[src/hdl/gcc_pkg.sv]
package gcc_pkg;

    // Field widths of the words on the ports
    localparam int IDX_W  = 5;
    localparam int MASK_W = 26;
    localparam int CH_W   = 5;
    localparam int CFG_W  = 5;

    // Default graph size
    localparam int MAX_NODES_DEF = 26;

    // Reset value of the node count register
    localparam logic [CFG_W-1:0] CFG_RESET = CFG_W'(1);

    // Control strobes from the sequencer to the row memory
    typedef struct packed {
        logic rd_en;
        logic wr_en;
        logic clr;
    } t_mem_ctl;

endpackage

[src/hdl/gcc_rowmem.sv]
module gcc_rowmem #(
    parameter int DEPTH = gcc_pkg::MAX_NODES_DEF
) (
    input  logic                          i_clk,
    input  logic                          i_rst_n,
    input  gcc_pkg::t_mem_ctl             i_ctl,
    input  logic [$clog2(DEPTH)-1:0]      i_rd_addr,
    input  logic [$clog2(DEPTH)-1:0]      i_wr_addr,
    input  logic [DEPTH-1:0]              i_wr_data,
    output logic [DEPTH-1:0]              o_rd_data
);
    import gcc_pkg::*;

    logic [DEPTH-1:0] r_mem [DEPTH];
    logic [DEPTH-1:0] r_q;
    logic [DEPTH-1:0] r_vld;
    logic             r_q_vld;

    // Store rows and register the read word
    always_ff @(posedge i_clk) begin
        if (i_ctl.wr_en) begin
            r_mem[i_wr_addr] <= i_wr_data;
        end
        if (i_ctl.rd_en) begin
            r_q <= r_mem[i_rd_addr];
        end
    end

    // Track which rows were written since the set began
    always_ff @(posedge i_clk) begin
        if (!i_rst_n) begin
            r_vld   <= '0;
            r_q_vld <= 1'b0;
        end else begin
            if (i_ctl.clr) begin
                r_vld <= '0;
            end else if (i_ctl.wr_en) begin
                r_vld[i_wr_addr] <= 1'b1;
            end
            if (i_ctl.rd_en) begin
                r_q_vld <= r_vld[i_rd_addr];
            end
        end
    end

    // Rows not yet written read as zero
    assign o_rd_data = r_q_vld ? r_q : '0;

endmodule

[src/hdl/greedy_channel_coloring_core.sv]
// Channel      | Direction | Handshake               | Payload
// row in       | input     | i_in_valid / o_in_stall | i_node_index, i_neighbor_mask, i_last_row
// result out   | output    | o_out_valid / i_out_stall | o_channels
// node count   | input     | i_cfg_we                | i_cfg_wdata
//
// Each row word reads, merges and writes back one row of the row memory; o_in_stall holds off the next.
// The last row then starts the greedy pass, which runs on the single row memory: each node's row
// is read, each earlier node is tested in turn, and a merge scans all n rows and then writes the
// collected column back; the pass then closes and hands off the result.
// Reset is synchronous; row valid bits clear at once, so no clearing pass runs.
// A waiting result does not block new rows; a finished pass holds until the result slot frees.
module greedy_channel_coloring_core #(
    parameter int MAX_NODES = gcc_pkg::MAX_NODES_DEF
) (
    input  logic                        i_clk,
    input  logic                        i_rst_n,
    input  logic                        i_cfg_we,
    input  logic [gcc_pkg::CFG_W-1:0]   i_cfg_wdata,
    input  logic                        i_in_valid,
    output logic                        o_in_stall,
    input  logic [gcc_pkg::IDX_W-1:0]   i_node_index,
    input  logic [gcc_pkg::MASK_W-1:0]  i_neighbor_mask,
    input  logic                        i_last_row,
    output logic                        o_out_valid,
    input  logic                        i_out_stall,
    output logic [gcc_pkg::CH_W-1:0]    o_channels
);
    import gcc_pkg::*;

    localparam int AW = $clog2(MAX_NODES);
    localparam int NW = $clog2(MAX_NODES + 1);
    localparam int MB = (MAX_NODES < MASK_W) ? MAX_NODES : MASK_W;
    localparam logic [MAX_NODES-1:0] ROW_ONE = MAX_NODES'(1);

    typedef enum logic [9:0] {
        S_IDLE    = 10'b00_0000_0001,
        S_LD_RD   = 10'b00_0000_0010,
        S_LD_WR   = 10'b00_0000_0100,
        S_NODE_RD = 10'b00_0000_1000,
        S_NODE_WT = 10'b00_0001_0000,
        S_SEL     = 10'b00_0010_0000,
        S_SCAN    = 10'b00_0100_0000,
        S_FIN_RD  = 10'b00_1000_0000,
        S_FIN_WR  = 10'b01_0000_0000,
        S_DONE    = 10'b10_0000_0000
    } t_state;

    t_state               r_state, n_state;
    logic [CFG_W-1:0]     r_cfg;
    logic                 r_set_open, n_set_open;
    logic [IDX_W-1:0]     r_idx, n_idx;
    logic [MAX_NODES-1:0] r_mask, n_mask;
    logic                 r_last, n_last;
    logic [NW-1:0]        r_i, n_i;
    logic [NW-1:0]        r_j, n_j;
    logic [NW-1:0]        r_k, n_k;
    logic [MAX_NODES-1:0] r_row, n_row;
    logic [MAX_NODES-1:0] r_acc, n_acc;
    logic                 r_merged, n_merged;
    logic [CH_W-1:0]      r_total, n_total;
    logic                 r_pend, n_pend;
    logic [NW-1:0]        r_pend_k, n_pend_k;
    logic                 r_out_vld, n_out_vld;
    logic [CH_W-1:0]      r_out_ch, n_out_ch;

    logic [NW-1:0]        w_n;
    logic [MAX_NODES-1:0] w_mask;
    logic                 w_idx_ok;
    logic                 w_in_acc;
    logic                 w_out_free;
    t_mem_ctl             w_ctl;
    logic [AW-1:0]        w_rd_addr;
    logic [AW-1:0]        w_wr_addr;
    logic [MAX_NODES-1:0] w_wr_data;
    logic [MAX_NODES-1:0] w_rd_data;

    // Saturate the node count to the store size
    always_comb begin
        if (32'(r_cfg) > 32'(MAX_NODES)) begin
            w_n = NW'(MAX_NODES);
        end else begin
            w_n = NW'(r_cfg);
        end
    end

    // Drop mask bits beyond the store
    always_comb begin
        w_mask = '0;
        w_mask[MB-1:0] = i_neighbor_mask[MB-1:0];
    end

    assign w_idx_ok   = (32'(r_idx) < 32'(MAX_NODES));
    assign w_in_acc   = i_in_valid && (r_state == S_IDLE);
    assign w_out_free = !r_out_vld || !i_out_stall;

    gcc_rowmem #(
        .DEPTH (MAX_NODES)
    ) u_rowmem (
        .i_clk     (i_clk),
        .i_rst_n   (i_rst_n),
        .i_ctl     (w_ctl),
        .i_rd_addr (w_rd_addr),
        .i_wr_addr (w_wr_addr),
        .i_wr_data (w_wr_data),
        .o_rd_data (w_rd_data)
    );

    // Sequence row loads and the greedy pass
    always_comb begin
        n_state    = r_state;
        n_set_open = r_set_open;
        n_idx      = r_idx;
        n_mask     = r_mask;
        n_last     = r_last;
        n_i        = r_i;
        n_j        = r_j;
        n_k        = r_k;
        n_row      = r_row;
        n_acc      = r_acc;
        n_merged   = r_merged;
        n_total    = r_total;
        n_pend     = 1'b0;
        n_pend_k   = r_pend_k;
        n_out_vld  = r_out_vld && i_out_stall;
        n_out_ch   = r_out_ch;
        w_ctl      = '0;
        w_rd_addr  = '0;
        w_wr_addr  = '0;
        w_wr_data  = '0;

        // Finish a scan read: tag the row and collect it into the column
        if (r_pend && w_rd_data[r_i[AW-1:0]]) begin
            w_ctl.wr_en = 1'b1;
            w_wr_addr   = r_pend_k[AW-1:0];
            w_wr_data   = w_rd_data | (ROW_ONE << r_j[AW-1:0]);
            n_acc       = r_acc | (ROW_ONE << r_pend_k[AW-1:0]);
        end

        case (r_state)
            S_IDLE: begin
                if (w_in_acc) begin
                    n_idx  = i_node_index;
                    n_mask = w_mask;
                    n_last = i_last_row;
                    if (!r_set_open) begin
                        w_ctl.clr  = 1'b1;
                        n_set_open = 1'b1;
                    end
                    n_state = S_LD_RD;
                end
            end
            S_LD_RD: begin
                if (w_idx_ok) begin
                    w_ctl.rd_en = 1'b1;
                    w_rd_addr   = AW'(r_idx);
                end
                n_state = S_LD_WR;
            end
            S_LD_WR: begin
                if (w_idx_ok) begin
                    w_ctl.wr_en = 1'b1;
                    w_wr_addr   = AW'(r_idx);
                    w_wr_data   = w_rd_data | r_mask;
                end
                if (r_last) begin
                    n_i     = '0;
                    n_total = '0;
                    n_state = S_NODE_RD;
                end else begin
                    n_state = S_IDLE;
                end
            end
            S_NODE_RD: begin
                if (r_i == w_n) begin
                    n_state = S_DONE;
                end else begin
                    w_ctl.rd_en = 1'b1;
                    w_rd_addr   = r_i[AW-1:0];
                    n_state     = S_NODE_WT;
                end
            end
            S_NODE_WT: begin
                n_row    = w_rd_data;
                n_j      = '0;
                n_merged = 1'b0;
                n_state  = S_SEL;
            end
            S_SEL: begin
                if (r_j == r_i) begin
                    n_total = r_total + {{(CH_W-1){1'b0}}, ~r_merged};
                    n_i     = r_i + NW'(1);
                    n_state = S_NODE_RD;
                end else if (r_row[r_j[AW-1:0]]) begin
                    n_j = r_j + NW'(1);
                end else begin
                    n_merged = 1'b1;
                    n_k      = '0;
                    n_acc    = '0;
                    n_state  = S_SCAN;
                end
            end
            S_SCAN: begin
                w_ctl.rd_en = 1'b1;
                w_rd_addr   = r_k[AW-1:0];
                n_pend      = 1'b1;
                n_pend_k    = r_k;
                n_k         = r_k + NW'(1);
                if (r_k == (w_n - NW'(1))) begin
                    n_state = S_FIN_RD;
                end
            end
            S_FIN_RD: begin
                w_ctl.rd_en = 1'b1;
                w_rd_addr   = r_j[AW-1:0];
                n_state     = S_FIN_WR;
            end
            S_FIN_WR: begin
                w_ctl.wr_en = 1'b1;
                w_wr_addr   = r_j[AW-1:0];
                w_wr_data   = w_rd_data | r_acc;
                n_j         = r_j + NW'(1);
                n_state     = S_SEL;
            end
            S_DONE: begin
                if (w_out_free) begin
                    n_out_vld  = 1'b1;
                    n_out_ch   = r_total;
                    n_set_open = 1'b0;
                    n_state    = S_IDLE;
                end
            end
            default: begin
                n_state = S_IDLE;
            end
        endcase
    end

    // Control registers
    always_ff @(posedge i_clk) begin
        if (!i_rst_n) begin
            r_state    <= S_IDLE;
            r_cfg      <= CFG_RESET;
            r_set_open <= 1'b0;
            r_pend     <= 1'b0;
            r_out_vld  <= 1'b0;
        end else begin
            r_state    <= n_state;
            r_set_open <= n_set_open;
            r_pend     <= n_pend;
            r_out_vld  <= n_out_vld;
            if (i_cfg_we) begin
                r_cfg <= i_cfg_wdata;
            end
        end
    end

    // Working registers
    always_ff @(posedge i_clk) begin
        r_idx    <= n_idx;
        r_mask   <= n_mask;
        r_last   <= n_last;
        r_i      <= n_i;
        r_j      <= n_j;
        r_k      <= n_k;
        r_row    <= n_row;
        r_acc    <= n_acc;
        r_merged <= n_merged;
        r_total  <= n_total;
        r_pend_k <= n_pend_k;
        r_out_ch <= n_out_ch;
    end

    assign o_in_stall  = (r_state != S_IDLE);
    assign o_out_valid = r_out_vld;
    assign o_channels  = r_out_ch;

`ifndef SYNTH
    // A scan word is only in flight during the scan or its tail
    a_pend_state: assert property (@(posedge i_clk) disable iff (!i_rst_n)
        r_pend |-> (r_state == S_SCAN || r_state == S_FIN_RD))
        else $error("scan word pending outside scan");

    // Never read and write the same row in one cycle
    a_no_rw_clash: assert property (@(posedge i_clk) disable iff (!i_rst_n)
        (w_ctl.rd_en && w_ctl.wr_en) |-> (w_rd_addr != w_wr_addr))
        else $error("row memory read and write collide");

    // A merge target always precedes the node being merged
    a_scan_order: assert property (@(posedge i_clk) disable iff (!i_rst_n)
        (r_state == S_SCAN) |-> (r_j < r_i))
        else $error("merge target not before current node");

    // A new result only comes out of a finished pass
    a_result_src: assert property (@(posedge i_clk) disable iff (!i_rst_n)
        (n_out_vld && !(r_out_vld && i_out_stall)) |-> (r_state == S_DONE))
        else $error("result loaded outside done state");
`endif

endmodule
[config.mk]
export PLATFORM = sky130hd
export DESIGN_NAME = greedy_channel_coloring_core
export DESIGN_NICKNAME = d
export VERILOG_FILES = /design/src/hdl/gcc_pkg.sv /design/src/hdl/gcc_rowmem.sv /design/src/hdl/greedy_channel_coloring_core.sv
export SDC_FILE = /design/constraint.sdc
export NUM_CORES = 1
export LEC_CHECK = 0
export BUFFER_PORTS_ARGS = -buffer_cell sky130_fd_sc_hd__buf_2
export CAP_MARGIN = 20
export CORE_UTILIZATION = 57
export CTS_BUF_LIST = sky130_fd_sc_hd__clkbuf_4 sky130_fd_sc_hd__clkbuf_8 sky130_fd_sc_hd__clkbuf_16
export DETAILED_ROUTE_END_ITERATION = 8
export PLACE_DENSITY = 0.76
export SYNTH_ARGS = -nofsm -noshare
export SYNTH_HDL_FRONTEND = slang
export SYNTH_SLANG_ARGS = --single-unit
[constraint.sdc]
create_clock -name i_clk -period 5 [get_ports i_clk]
set_clock_uncertainty 0.1 [all_clocks]
set_input_delay 1 -clock i_clk [delete_from_list [all_inputs] [get_ports i_clk]]
set_output_delay 1 -clock i_clk [all_outputs]
set_load 0.005 [all_outputs]
-- Word-level counts from Yosys, hierarchy flattened
Memory sizes are Yosys's and may differ from the RTL's. A register that Yosys moved wholly into a read port is not among the register bits.
Index checks and enable logic that the tools add are counted.
- input port bits: 42
- output and inout port bits: 7
- word-level logic and storage cells: 149
- memories: 1
- register bits: 160
- RAM bits: 676
- memories (name ; words ; bits a word ; read ports ; clocked after Yosys merged registers in ; wr ports ; line ; source):
    u_rowmem.r_mem ; 26 ; 26 ; 1 ; 1 ; 1 ; gcc_rowmem.sv:14 ; logic [DEPTH-1:0] r_mem [DEPTH];
- shifts and indexed selects: 2
- muxes and demuxes: 62
- reductions and logical operators: 23
- add/subtract/negate cells: 5
- order comparisons: 7
- bitwise operators: 7
- equal/unequal tests: 23
- operators with widths (kind ; count):
    2-to-1 mux 26 bit ; 7
    OR 26 bit ; 5
    case mux 10 bit (9 select lines) ; 1
    2-to-1 mux 10 bit ; 6
    2-to-1 mux 5 bit ; 12
    case mux 26 bit (2 select lines) ; 1
    << shifter 1 x 5 -> 26 bit (first input constant) ; 2
    case mux 5 bit (2 select lines) ; 4
    less-than comparator 5 x 6 -> 1 bit (second input constant) ; 4
    2-to-1 mux 1 bit ; 20
    case mux 5 bit (4 select lines) ; 1
    inequality test 2 bit (second input constant) ; 8
    adder 5 x 1 -> 5 bit (second input constant) ; 3
    binary-select mux 1 bit (select 5 bit) ; 3
    == test 5 bit ; 3
    case mux 5 bit (3 select lines) ; 1
    AND reduction 3 bit ; 5
    == test 10 x 1 -> 1 bit (second input constant) ; 1
    == test 10 bit (second input constant) ; 1
    == test 10 x 2 -> 1 bit (second input constant) ; 1
    == test 10 x 3 -> 1 bit (second input constant) ; 1
    == test 10 x 4 -> 1 bit (second input constant) ; 1
    == test 10 x 5 -> 1 bit (second input constant) ; 1
    == test 10 x 6 -> 1 bit (second input constant) ; 1
    23 further kinds ; 36

-- Longest topological paths before layout
Gate-level depths: netlist of the first run.
- depth after elaboration: 12
- gate-level depth with buffers: 15
- depth with buffers taken out: 12

-- Modules after synthesis
A second synthesis of the first run with hierarchy kept.
- cells, all modules: 1891
- area total of the unflattened synthesis: 34827.2 um^2
- by module, submodules not included (module ; seq. area each (um^2) ; area an instance (um^2) ; instances ; cells each):
    gcc_rowmem ; 21620.7 ; 27865.5 ; 1 ; 1245
    greedy_channel_coloring_core ; 3553.4 ; 6961.7 ; 1 ; 646

-- Least setup slack after synthesis of the first run
Ideal clock, no wire load.
- kind: register to register
- from: register r_i[0]
- to: memory u_rowmem.r_mem[11][0] (netlist name) (enable)
- setup slack: 0.006 ns
- buffers on the path: 2
- library setup time: 0.444 ns
- period minus slack after synthesis: 4.994 ns
- required time: 4.456 ns
- arrival: 4.450 ns
- stages on the path, launching flop included: 11
- path through: edfxtp_1 > buf_4 > mux4_2 > nand2_1 > a2111oi_0 > o311ai_1 > buf_2 > nor2_1 > a222oi_1 > o211ai_2 > nor3_1
- word-level cells in the longest chain between the ends: 8
- elaborated cells between the ends (all ways): 11
- classes of those cells: mux: 10; reduce/logical: 1
- RTL lines (item ; line ; source):
    from (decl) ; greedy_channel_coloring_core.sv:54 ; logic [NW-1:0] r_i, n_i;
    from (signal assigned) ; greedy_channel_coloring_core.sv:262 ; r_i <= n_i;
    binary-select mux 1 bit (select 5 bit) * ; greedy_channel_coloring_core.sv:132 ; if (r_pend && w_rd_data[r_i[AW-1:0]]) begin
    2-to-1 mux 1 bit (implied by the code) * ; greedy_channel_coloring_core.sv:132 ;
    logical AND 1 bit * ; greedy_channel_coloring_core.sv:132 ;
    2-to-1 mux 1 bit ; greedy_channel_coloring_core.sv:132 ;
    2-to-1 mux 1 bit ; greedy_channel_coloring_core.sv:160 ; if (w_idx_ok) begin
    case mux 1 bit (2 select lines) ; greedy_channel_coloring_core.sv:139 ; case (r_state)
    2-to-1 mux 1 bit ; gcc_rowmem.sv:21 ; if (i_ctl.wr_en) begin
    2-to-1 mux 1 bit (implied by the code) ; gcc_rowmem.sv:22 ; r_mem[i_wr_addr] <= i_wr_data;
    to (decl) ; gcc_rowmem.sv:14 ;
Mark *: on every way between the ends. The rest lies on a longest branch, timed or not. The select of a mux whose other input is x is not followed.

-- Worst setup path after layout of the first run
- from: register r_i[0]
- to: memory u_rowmem.r_mem[18][18] (netlist name) (enable)
Same word-level chain as after synthesis.

==> metrics.txt, run 1 <==
drt wl/cell=25.60 um; drt drc=0; most common cell in the netlist=edfxtp_1; Post-Synth Simple-Gate Area=0.1456; synth cell count leaders=edfxtp_1, nand2_1, nand3_1; Worst-path clk slew=0.06 ns; status=completed; Rows=91; starting density of the core=0.5749; GP Congestion=0.9911; CP Launch Point=r_i[0]$_SDFFCE_PN0P_; CTS resizes=0; Slew @ Worst Pin=0.9394 ns; Final Critical Period=4.755 ns; clock latency on the worst-skew pair=roughly 0.65 ns; crit share post-route=0.9509; syn nets=2,858; cts hold-fix bufs=0; vias in the first global route=23,440; NumNets Final=2,914; RR Startpoint=r_i[0]$_SDFFCE_PN0P_; CTS tree=yes; final core occ=0.6502; Startpoint Class=register; remaining antenna violation count after routing=0; CP Capture Type=register; post-synthesis mux area share=0.01215; Mapped Cells=2,805; critical path class=register to register; CTS max path bufs=3; setup violators final=0; post-route setup TNS=0 ns; first-pass GRT wire length=143,700 um; H-tree Lvls=3; Yosys top cell area share=0.6707; Pwr Density=372.3 nW/um^2; HPWL Detailed=57,620 um; Final Max Tran Viols=0; CP max FO=27; clock sink count=862; complex-gate fraction of the synthesized area=0.09783; RSZ-0062 raised after global routing=no; Vias/cell=6.419; final std cells w/o fill=about 3,800; postcts setup bufs=0; port buffer count=48; dominant cell type by area after synthesis=edfxtp_1; post-synthesis adder-cell area fraction=0.003886; Pre-antenna DRT Iters=6; share of cells above drive strength 1=0.1308; Lkg Pwr=around 15 nW; Arrival @ worst endpoint=4.91 ns; Hold Worst Slack=0.3670 ns; Horiz. Die Dim=between 200 and 300 um; Antenna diodes=0; worst setup margin=between 0.2 and 0.25 ns; EDFF count, synth=791; total gr overflow=0; Post-Syn Area per Cell=12.63 sq um; largest net degree at the start of global routing=115; layout overhead on the synthesized area=13.10%; top_reg_cell synth=edfxtp_1; Netlist Area Pre-Place=35,410 sq um; num ports=49; die area=63,130 sq um; pre-CTS setup slack=approximately 0.33 ns; CTS Buf Count=85; WL final=96,420 um; Post-synth ARST share=0; Synth Warn #=0; largest family of logic cells by synthesized area=simple AND/OR/NAND/NOR gates; Critical Path RT=slightly above 5 ns; Die H=251.3 um; VDD IR max=around 0.00026 V; Max-Cap Viols=0; flops & latches, synth=between 800 and 900; relative slew slack=0.3680; gr usage total=0.3048; FMAX=210.3 MHz; Vias=24,170; antenna violations before repair=0; Synth Area in XOR/XNOR=0.006183; HP Start=u_rowmem.r_vld[11]$_SDFFE_PP0P_; Placed Cells incl. Taps=3,610; Root Buffer=clkbuf_16; Core Area=61,600 sq um; top post-synthesis cells by area=edfxtp_1, nand2_1, dfxtp_1; Final Hold Fails=0; Worst Hold Class=register to register; Iter 0 DRT Violations=3,378; Cell variety after synth=63; register area share after synthesis=0.7109; fillers=4,278
[logic make-up after synthesis]
family / count (synthesis)
AND/OR/NAND/NOR: 1170
flip-flops: 862
AO/OA/AOI/OAI: 494
buffers and inverters: 213
multiplexers: 30
XOR/XNOR: 25
adder cells (fa/ha/maj): 11
[routing by layer]
layer | vias up | track usage | routed length [um]
met2 | 1474 | 0.4784 | 44700
met1 | 11840 | 0.4010 | 36820
met5 | - | 0 | 0
met4 | 0 | 0.1591 | 4964
met3 | 245 | 0.06709 | 9929
li1 | 10610 | - | -
[flip-flops by register name (all words and copies together) (netlist names), 5 cells and up]
register        flops
r_acc              26
u_rowmem.r_vld     26
u_rowmem.r_mem    676
r_total             5
r_idx               5
r_mask             26
u_rowmem.r_q       26
r_pend_k            5
r_row              26
r_j                 5
r_i                 5
r_state            10
r_k                 5
r_cfg               5
o_channels          5
[stage by stage]
stage	cell area [sq um]	power (mW)
floorplan	35410	8.335
global placement	37180	8.565
detailed placement	37210	8.577
CTS	40050	14.93
global route	40050	15.26
finish	40050	14.91
[layout make-up]
cell class | count | area, sq um | area share
repair buffers | 164 | 1219 | 0.03043
clock inverters | 41 | 467.9 | 0.01168
clock buffers | 114 | 2370 | 0.05917
multi-input cells | 1730 | 9708 | 0.2424
flip-flops and latches | 862 | 25170 | 0.6285
inverters | 18 | 67.56 | 0.001687
well taps | 837 | 1047 | 0.02615
[where the power goes]
| group | internal (mW) | switching, mW | total [mW] | leakage, nW |
|---|---|---|---|---|
| clock | 3.77 | 2.70 | 6.47 | 1.42 |
| combinational | 0.158 | 0.411 | 0.569 | 4.15 |
| sequential | 7.83 | 0.0415 | 7.88 | 9.52 |
[worst paths after layout]
path / to / slack (ns) / cells past startpoint
max: u_rowmem.r_mem[18][18]$_DFFE_PP_ / 0.25 / 9
min: u_rowmem.r_vld[11]$_SDFFE_PP0P_ / 0.37 / 1
max reg2reg: u_rowmem.r_mem[18][18]$_DFFE_PP_ / 0.25 / 9
min reg2reg: u_rowmem.r_vld[11]$_SDFFE_PP0P_ / 0.37 / 1
[layout by cell type, fill, tap and decap left out, types with 30 or more instances in the layout]
cell       synthesis  layout
and3_1            59      59
a32oi_1           52      52
and2_1            35      35
a22o_1            31      30
o21ai_0           50      35
edfxtp_1         791     791
buf_2             14      48
a21oi_1           77      75
nand2_1          676     675
buf_4              2     108
clkbuf_16          0      85
a2111oi_0         55      55
a31oi_1          104     103
nand3_1          232     231
o211ai_1          41      41
dfxtp_1           71      71
nor2_1            79      67
[worst max-delay path, cell delays in order, from the launching register on]
cell and delay, ns:
edfxtp_1 0.71, mux4_2 0.59, nand2_1 0.08, a2111oi_0 0.12, o311ai_1 0.32, buf_4 0.23
nor2_1 0.08, a222oi_1 0.70, nand3_1 0.55, nor2_4 0.84
(Power assumes the default switching activity.)
==> inputs of run 2 (changes only) <==
Settings changed: ABC_AREA from default to 1.
==> metrics.txt, run 2 <==
status=completed; multi-input logic area=10,010 sq um; cts hold-fix bufs=0; Final Critical Period=4.051 ns; Max-Cap Viols=0; Post-synth ARST share=0; placed instance area=~38,000 sq um; Cell variety after synth=54; gr usage total=0.3100; RSZ-0062 raised after global routing=no; Final Max Tran Viols=0; starting density of the core=0.5793; largest net degree at the start of global routing=159; commonest non-fill, non-tap cell in the layout=edfxtp_1; max reg flops=676; Yosys top cell area share=0.6464; CTS resizes=0; EDFF count, synth=about 790; share of cells above drive strength 1=0.1517; Pwr Density=390.4 nW/um^2; final core occ=0.6455; Horiz. Die Dim=255.9 um; HPWL Detailed=58,770 um; die area=65,480 sq um; GP Congestion=1.053; Post-Syn Area per Cell=12.28 sq um; H-tree Lvls=3; Slew @ Worst Pin=1.079 ns; Iter 0 DRT Violations=3,926; drt drc=0; Vias/cell=6.445; Root Buffer=clkbuf_16; clock latency on the worst-skew pair=0.64 ns; Arrival @ worst endpoint=around 4.3 ns; most common cell in the netlist=edfxtp_1; critical path class=register to register; Final Cell Area=40,940 sq um; relative slew slack=0.2788; flops & latches, synth=about 860; total gr overflow=0; top_reg_cell synth=edfxtp_1; Synth Warn #=0; Pre-antenna DRT Iters=6; post-route setup TNS=0 ns; WL final=101,900 um; Worst-path clk slew=0.06 ns; crit share post-route=0.8101; Core Area=63,430 sq um; Critical Path RT=roughly 5.3 ns; setup violators final=0; most frequent cells in the layout=edfxtp_1, o211ai_1, nand2_1; port buffer count=48; clock sink count=862; Final Hold Fails=0; Biggest register=u_rowmem.r_mem; Mapped Cells=2,992; CTS Buf Count=86; fillers=4,497; CTS tree=yes; Startpoint Class=register; NumNets Final=3,099; Worst Hold Class=register to register; Sequential Area=25,170 sq um; syn nets=a little over 3,000; Die H=255.9 um; layout overhead on the synthesized area=11.42%; remaining antenna violation count after routing=0; Vias=25,560; VDD IR max=0.0002475 V; antenna violations before repair=0; num ports=49; Netlist Area Pre-Place=~37,000 sq um; register area share after synthesis=0.6851; FMAX=246.9 MHz; CP Capture Type=register; vias in the first global route=24,810; CTS max path bufs=3; CP max FO=74; postcts setup bufs=0; first-pass GRT wire length=152,600 um; Rows=92; dominant cell type by area after synthesis=edfxtp_1; top post-synthesis cells by area=edfxtp_1, o211ai_1, dfxtp_1; synth cell count leaders=edfxtp_1, o211ai_1, nor2_1; Lkg Pwr=13.73 nW; drt wl/cell=25.70 um
## run 2: logic make-up (layout without fill, tap and decap cells)
group / Yosys count / after routing / synth area share
compound gates: 728 / 728 / 0.1299
xor+xnor: 16 / 16 / 0.003814
fa+ha+maj: 11 / 11 / 0.003746
buf+inv: 349 / 474 / 0.04502
flops: 862 / 862 / 0.6851
other cells: 0 / 2 / 0
simple gates: 1026 / 1026 / 0.1324
## run 2: report_power, final
part	switching (mW)	internal [mW]	total (mW)	leakage, nW
combinational	1.01	0.396	1.40	4.88
sequential	0.109	7.95	8.06	7.43
clock	2.75	3.77	6.52	1.42
total	3.87	12.1	16.0	13.7
## run 2: critical path: stages, from the launching register on
cell	delay [ns]
edfxtp_1	0.53
inv_2	0.17
nand2_1	0.09
nand2_1	0.05
nor2_1	0.22
nand2_1	0.12
nor2_2	0.11
nand3_2	0.26
nand3_2	0.20
nand2_4	0.14
buf_4	0.37
buf_4	0.36
or2_2	0.30
o211ai_1	0.09
o211ai_1	0.15
nand3_1	0.16
nand2_1	0.09
nand2_1	0.13
nand2_1	0.09
## run 2: cell type report
class	count	area share
clock inverter	56	0.01406
clock buffer	103	0.05611
inverter	173	0.01617
tap	846	0.02586
multi-input combinational	1781	0.2446
sequential	862	0.6149
antenna	2	0.0001222
timing repair buffer	142	0.02824
## run 2: stage by stage
step           setup WS, ns  instances  power [mW]  hold slack [ns]
2_1_floorplan         1.464       2992       9.088           0.3307
3_3_place_gp          1.227       3801       9.537           0.3377
3_5_place_dp          1.111       3802       9.557           0.3492
4_1_cts               1.057       3961       15.99           0.3585
5_1_grt              0.7960       3963       16.43           0.3742
6_report             0.9493       3965       15.98           0.3572
## run 2: worst paths after layout
kind | startpoint | to | slack (ns) | depth (start not counted)
hold reg to reg | u_rowmem.r_vld[16]$_SDFFE_PP0P_ | u_rowmem.r_vld[16]$_SDFFE_PP0P_ | 0.36 | 2
setup reg to reg | r_i[3]$_SDFFCE_PN0P_ | u_rowmem.r_q[8]$_DFFE_PP_ | 0.95 | 18
hold / removal | u_rowmem.r_vld[16]$_SDFFE_PP0P_ | u_rowmem.r_vld[16]$_SDFFE_PP0P_ | 0.36 | 2
setup / recovery | r_i[3]$_SDFFCE_PN0P_ | u_rowmem.r_q[8]$_DFFE_PP_ | 0.95 | 18
## run 2: routing by layer
layer  up-vias  track usage  part of all wire
li1      11090            -                 -
met1     12430       0.4335              0.38
met2      1768       0.4779              0.46
met3       270      0.06150              0.12
met4         0       0.1287             0.038
met5         -            0                 0
